### config.mk
export PLATFORM = sky130hd
export DESIGN_NAME = mbb_word_unit
export DESIGN_NICKNAME = d
export VERILOG_FILES = /design/src/sv/mbb_pkg.sv /design/src/sv/mbb_word_unit.sv
export SDC_FILE = /design/constraint.sdc
export NUM_CORES = 1
export LEC_CHECK = 0
export ABC_AREA = 1
export BUFFER_PORTS_ARGS = -buffer_cell sky130_fd_sc_hd__buf_4
export CAP_MARGIN = 5
export CORE_ASPECT_RATIO = 1.5
export CORE_MARGIN = 1
export CORE_UTILIZATION = 35
export DETAILED_ROUTE_END_ITERATION = 10
export PLACE_DENSITY = 0.63
export SETUP_SLACK_MARGIN = 0.02
export SYNTH_ARGS = -nofsm -noshare
export SYNTH_HDL_FRONTEND = slang
export SYNTH_SLANG_ARGS = --single-unit
### constraint.sdc
create_clock -name vclk -period 7.4
set_input_delay 0.37 -clock vclk [all_inputs]
set_output_delay 0.37 -clock vclk [all_outputs]
set_load 0.02 [all_outputs]
### src/sv/mbb_pkg.sv
// Package for the 1-bit bitmap blitter: command codes, sequencer states,
// configuration register indexes and the mode group sent to the word unit.
// No dependencies.
`default_nettype none

package mbb_pkg;

    localparam int SRC_BITS = 64;

    typedef enum logic [2:0] {
        REQ_READ  = 3'd0,
        REQ_WRITE = 3'd1,
        REQ_CLEAR = 3'd2,
        REQ_FILL  = 3'd3,
        REQ_BLIT  = 3'd4
    } req_t;

    typedef enum logic [2:0] {
        ST_IDLE,
        ST_CLEAR,
        ST_SETUP,
        ST_ADDR,
        ST_READ,
        ST_MODIFY,
        ST_FINISH
    } state_t;

    localparam logic CFG_IMAGE_WIDTH  = 1'b0;
    localparam logic CFG_IMAGE_HEIGHT = 1'b1;

    localparam logic [8:0] SIZE_RESET = 9'd256;

    typedef struct packed {
        logic blit;
        logic merge;
        logic color;
    } word_mode_t;

endpackage

`default_nettype wire

### src/sv/mbb_word_unit.sv
// Read-modify-write datapath for one bitmap word: column mask, shifted blit
// source, merged write word and single pixel extraction. Uses mbb_pkg.
`default_nettype none

module mbb_word_unit #(
    parameter int WORD_BITS = 64,
    parameter int XW        = 8
) (
    input  mbb_pkg::word_mode_t   mode,
    input  logic [WORD_BITS-1:0]  rd_word,
    input  logic [XW-1:0]         base,
    input  logic [XW-1:0]         lo,
    input  logic [XW-1:0]         hi,
    input  logic signed [8:0]     x_start,
    input  logic [63:0]           src_row,
    output logic [WORD_BITS-1:0]  wr_word,
    output logic                  rd_pixel,
    output logic                  last_word
);
    import mbb_pkg::*;

    localparam int OW  = $clog2(WORD_BITS);
    localparam int DW  = ((XW > 9) ? XW : 9) + 2;
    localparam int SHW = $clog2(SRC_BITS);

    logic signed [XW:0]    lo_diff;
    logic [XW:0]           hi_diff;
    logic [OW-1:0]         lo_off;
    logic [OW-1:0]         hi_off;
    logic [WORD_BITS-1:0]  mask;
    logic signed [DW-1:0]  d;
    logic signed [DW-1:0]  neg_d;
    logic [SRC_BITS-1:0]   shifted;
    logic [WORD_BITS-1:0]  src_word;
    logic [WORD_BITS-1:0]  new_bits;

    // Offsets of the clipped column range relative to this word's first pixel.
    assign lo_diff   = $signed({1'b0, lo}) - $signed({1'b0, base});
    assign hi_diff   = {1'b0, hi} - {1'b0, base};
    assign last_word = hi_diff < (XW+1)'(WORD_BITS);
    assign lo_off    = lo_diff[XW] ? '0 : lo_diff[OW-1:0];
    assign hi_off    = last_word ? hi_diff[OW-1:0] : OW'(WORD_BITS - 1);
    assign mask      = ({WORD_BITS{1'b1}} << lo_off)
                     & ({WORD_BITS{1'b1}} >> (OW'(WORD_BITS - 1) - hi_off));

    // Bit b of this word takes source pixel (base - x_start + b).
    assign d     = DW'({1'b0, base}) - DW'(x_start);
    assign neg_d = -d;

    always_comb
    begin
        if (d[DW-1])
        begin
            shifted = src_row << neg_d[SHW-1:0];
        end
        else if (d >= DW'(SRC_BITS))
        begin
            shifted = '0;
        end
        else
        begin
            shifted = src_row >> d[SHW-1:0];
        end
    end

    assign src_word = shifted[WORD_BITS-1:0];
    assign new_bits = mode.blit ? src_word : {WORD_BITS{mode.color}};
    assign wr_word  = (mode.blit && mode.merge) ? (rd_word | (src_word & mask))
                                                : ((rd_word & ~mask) | (new_bits & mask));
    assign rd_pixel = rd_word[lo_off];

endmodule

`default_nettype wire

# ---- Yosys cells after proc, flatten, opt, wreduce, memory -nomap -nowiden
# Index checks and enable logic that the tools add are counted.
dict set report op_classes {
  add_sub_neg 5
  order_cmp 3
  n_shift 4
  n_mux 8
  n_bitwise 7
  reduce_logical 1
}
# operator count
set op_table {}
lappend op_table {{AND 64 bit} 4}
lappend op_table {{2-to-1 mux 64 bit} 4}
lappend op_table {{bitwise OR 64 bit} 2}
lappend op_table {{NOT 64 bit} 1}
lappend op_table {{left shift 64 x 6 -> 64 bit} 1}
lappend op_table {{left shift 64 x 6 -> 64 bit (first input constant)} 1}
lappend op_table {{right shift 64 x 6 -> 64 bit} 1}
lappend op_table {{right shift 64 x 6 -> 64 bit (first input constant)} 1}
lappend op_table {{subtractor 8 x 8 -> 9 bit} 2}
lappend op_table {{2-to-1 mux 6 bit} 2}
lappend op_table {{greater-or-equal comparator 10 x 8 -> 1 bit (second input constant)} 1}
lappend op_table {{subtractor 9 x 9 -> 10 bit} 1}
lappend op_table {{< comparator 9 x 7 -> 1 bit (second input constant)} 1}
lappend op_table {{< comparator 6 x 7 -> 1 bit (second input constant)} 1}
lappend op_table {{binary-select mux 1 bit (select 6 bit)} 1}
lappend op_table {{negation 6 bit} 1}
lappend op_table {{subtractor 6 bit (first input constant)} 1}
lappend op_table {{logical AND 1 bit} 1}
lappend op_table {{2-to-1 mux 1 bit} 1}
dict set report word_totals {
  ff_bits 0
  input_bits 164
  output_inout_bits 66
  word_cells 28
}

# ---- Depth between registers and ports, before layout
dict set report logic_depth {
  depth_word 10
  ltp_mapped 27
  mapped_depth_nobuf 23
}

# ---- Worst setup path after synthesis
# Ideal clock, no wire load.
dict set report synth_timing {
  path_type {input to output}
  from {input port base[0]}
  to {output port wr_word[58]}
  t_arrival_ps 3712
  t_required_ps 7030
  slack_ps 3318
  cell_stages 24
  path_buffers 5
  path_cell_list {inv_1 ha_1 inv_1 fa_1 clkbuf_1 inv_2 buf_2 buf_1 ha_1 buf_2 clkinv_1 clkbuf_1 nand3_1 nand2_1 nand3_1 nand2_1 nand3_1 nand3_1 nand2_1 nand2_1 nand2_1 nor2_1 nand3_1 a21oi_1}
}
dict set report synth_via {
  elab_chain_len 10
  word_cells_on_any_way 24
  cone_classes {add/sub (5); order compare (2); shift (4); mux (6); bitwise (7)}
}
# item line
set synth_lines {}
lappend synth_lines {{start, declared} mbb_word_unit.sv:11} ;# input logic [XW-1:0] base,
lappend synth_lines {{subtractor 8 x 8 -> 9 bit} mbb_word_unit.sv:39} ;# assign hi_diff = {1'b0, hi} - {1'b0, base};
lappend synth_lines {{< comparator 9 x 7 -> 1 bit} mbb_word_unit.sv:40} ;# assign last_word = hi_diff < (XW+1)'(WORD_BITS);
lappend synth_lines {{2-to-1 mux 6 bit} mbb_word_unit.sv:42} ;# assign hi_off = last_word ? hi_diff[OW-1:0] : OW'(WORD_BITS - 1);
lappend synth_lines {{subtractor 6 bit} mbb_word_unit.sv:44} ;# & ({WORD_BITS{1'b1}} >> (OW'(WORD_BITS - 1) - hi_off));
lappend synth_lines {{right shift 64 x 6 -> 64 bit} mbb_word_unit.sv:44}
lappend synth_lines {{AND 64 bit} mbb_word_unit.sv:44}
lappend synth_lines {{NOT 64 bit} mbb_word_unit.sv:69} ;# : ((rd_word & ~mask) | (new_bits & mask));
lappend synth_lines {{AND 64 bit} mbb_word_unit.sv:69}
lappend synth_lines {{bitwise OR 64 bit} mbb_word_unit.sv:69}
lappend synth_lines {{2-to-1 mux 64 bit (*)} mbb_word_unit.sv:68} ;# assign wr_word = (mode.blit && mode.merge) ? (rd_word | (src_word & mask))
lappend synth_lines {{end, declared} mbb_word_unit.sv:16} ;# output logic [WORD_BITS-1:0] wr_word,
# Mark *: on every way between the ends. The rest lies on a longest branch, timed or not.

# ---- Worst setup path in the final report
dict set report layout_timing {
  from {input port base[0]}
  to {output port wr_word[35]}
}
# Same word-level chain as after synthesis.

==> flow_summary.ini <==
[run_status]
status = finished, violations left
violations = max-capacitance violations

[timing]
fmax_ghz = 0.1768
tightest_slew_ps = 1464
rsz0062_at_grt = no
finalHoldViolations = 0
period_needed_ps = 5657
min_period_over_period_pct = 76.45
relSlewSlack_pct = 1.574
fin_tns_setup_ps = 0
setup_violations = 0
drv_slew = 0

[floorplanning]
ios = 230
fp.dieArea_sq_um = 39690
core_area_sq_um = 38430
initial_core_util_pct = 35.42
rows = 88
die_x_microns = 163.0
die_h_microns = 243.5

[final_layout]
design.seq.count = 0
fin_cells = 3725
syn_to_final_growth_pct = 13.13
drive_gt1_share_pct = 9.291
seq_area_sq_um = 0
nets = 3423
clock_buffers = 0
fillCellCount = 4762

[power]
powerDensity_nw_per_um2 = 191.7
p_leak_nw = 9.392
vdd_ir_drop_max_uv = 69.64

[detailed_routing]
routed_wl_mm = 80.89
ant_nets = 0
vias = 21023
drc = 0
dr.pass1.iters = 10
vias_per_cell = 5.644
drt-initial-drc-count = 2397
wl_per_cell_microns = 21.72

[yosys]
synth_top_area_share_pct = 42.67
ys_top_cells_by_area = nand2_1 (43%), nand3_1 (22%), nor2_1 (6.5%)
ys_seq_area_share_pct = 0
synthCells = 3152
syn_area_sq_um = 13610
synth.net_count = 3344
synthDistinctLibCells = 38
synth.avg_cell_area_sq_um = 4.318
yosys.area.top_type = nand2_1
yosys_warnings = 0

[setup_path]
startpoint = base[0]
critPathKind = in2out
arrival_ps = 5290
end_kind = output port
cp.required_ps = 7030
endpoint = wr_word[35]
cp_max_fo = 63
crit_path_start_kind = input port

[global_route]
grt_pass1_wl_mm = 117.9
grt_pass1_vias = 19306
grt-ovfl-total = 0
grt_max_degree = 78
grtUsageTotal_pct = 39.64
antenna_found_initial = 2

[placed_design]
port_buffers = 230
dp_hpwl_mm = 64.92
place_inst = 3724
gp_congestion = 1.108

[cts]
cts_resized = 0
cts_setup_buffers = 0
ctsHoldBuffers = 0

[run]
max-cap-violations = 1

[worst_hold_path]
holdCritStartpoint = rd_word[27]
hp-class = in2out
==> routing by layer <==
metal | part of all wire [%] | global-route usage [%]
met3 | 8.3 | 6.537
met2 | 45 | 65.28
met4 | 12 | 39.50
met1 | 35 | 41.86
met5 | 0.027 | 0
==> power by group <==
| part | internal [mW] | switching (mW) |
|---|---|---|
| registers | 0 | 0 |
| logic | 0.838 | 2.11 |
| clock network | 0.0000000316 | 0 |
| total | 0.838 | 2.11 |
==> metrics by stage <==
step	worst slack, ps	power, mW	util (%)	hold slack [ps]	cell area, sq um
floorplan	3318	1.921	-	908.1	13610
global placement	2326	2.850	40.06	1046	15390
detailed placement	2321	2.835	40.06	1049	15390
CTS	2316	2.845	40.06	1049	15390
global route	1527	3.193	40.06	1070	15390
finish	1743	2.951	40.07	1046	15400
==> cells in the mapped netlist, drive strengths merged <==
cell type	instances
and2	8
o211ai	17
a21oi	67
nand2	1556
o21bai	4
o31ai	1
nand3b	5
ha	25
a21boi	4
clkinv	6
or2	2
a211oi	1
nand4	25
buf	118
o2111ai	1
nor2	243
nor3	5
o21ai	152
nand3	603
xor2	2
fa	3
xnor2	1
inv	233
a21o	1
clkbuf	67
a31oi	2
==> critical path, stage by stage <==
cell and delay, ps:
buf_4 120, inv_1 100, ha_4 130, inv_1 60
fa_2 400, nand2_1 230, nand2_2 150, nand3_1 130
nand3_2 390, nand2_4 690, inv_2 520, nand2_1 250
a21oi_1 90, o21ai_0 910, nand2_1 160, nand2_1 110
nand2_1 90, nand2_1 100, nand2_1 50, buf_4 150
==> worst min path at each step <==
stage | endpoint | slack [ps] | depth (start not counted)
floorplan | wr_word[27] | 910 | 2
global placement | wr_word[27] | 1050 | 4
detailed placement | wr_word[3] | 1050 | 4
CTS | wr_word[3] | 1050 | 4
global route | wr_word[27] | 1070 | 4
finish | wr_word[27] | 1050 | 4
==> cells by family after synthesis <==
family                   after synthesis  share of synthesized area (%)
buffers and inverters                424                          12.80
AO/OA/AOI/OAI                        250                          9.755
adder cells (fa/ha/maj)               28                          2.740
XOR/XNOR                               3                         0.1931
AND/OR/NAND/NOR                     2447                          74.52
==> cell type report <==
class | instances | area (sq um) | share of cell area, %
Timing Repair Buffer | 262 | 1979 | 12.86
Multi-Input combinational cell | 2728 | 11900 | 77.28
Inverter | 239 | 897.1 | 5.827
Tap cell | 495 | 619.3 | 4.023
Antenna cell | 1 | 2.502 | 0.01625
==> cell usage in the layout, fill, tap and decap left out, types with 5 or more instances in the layout <==
master,synthesis,routed
buf_4,5,261
nand3b_1,5,5
nand2_1,1547,1544
nand4_1,24,24
ha_1,25,23
o21ai_1,6,6
a21oi_1,67,67
o211ai_1,17,17
nand2_2,8,11
nand3_1,600,600
nor2_1,235,235
and2_1,8,8
o21ai_0,146,146
inv_1,226,226
clkinv_1,6,6
nor2_2,6,5
inv_2,7,7
Power figures use the tool's default switching activity.
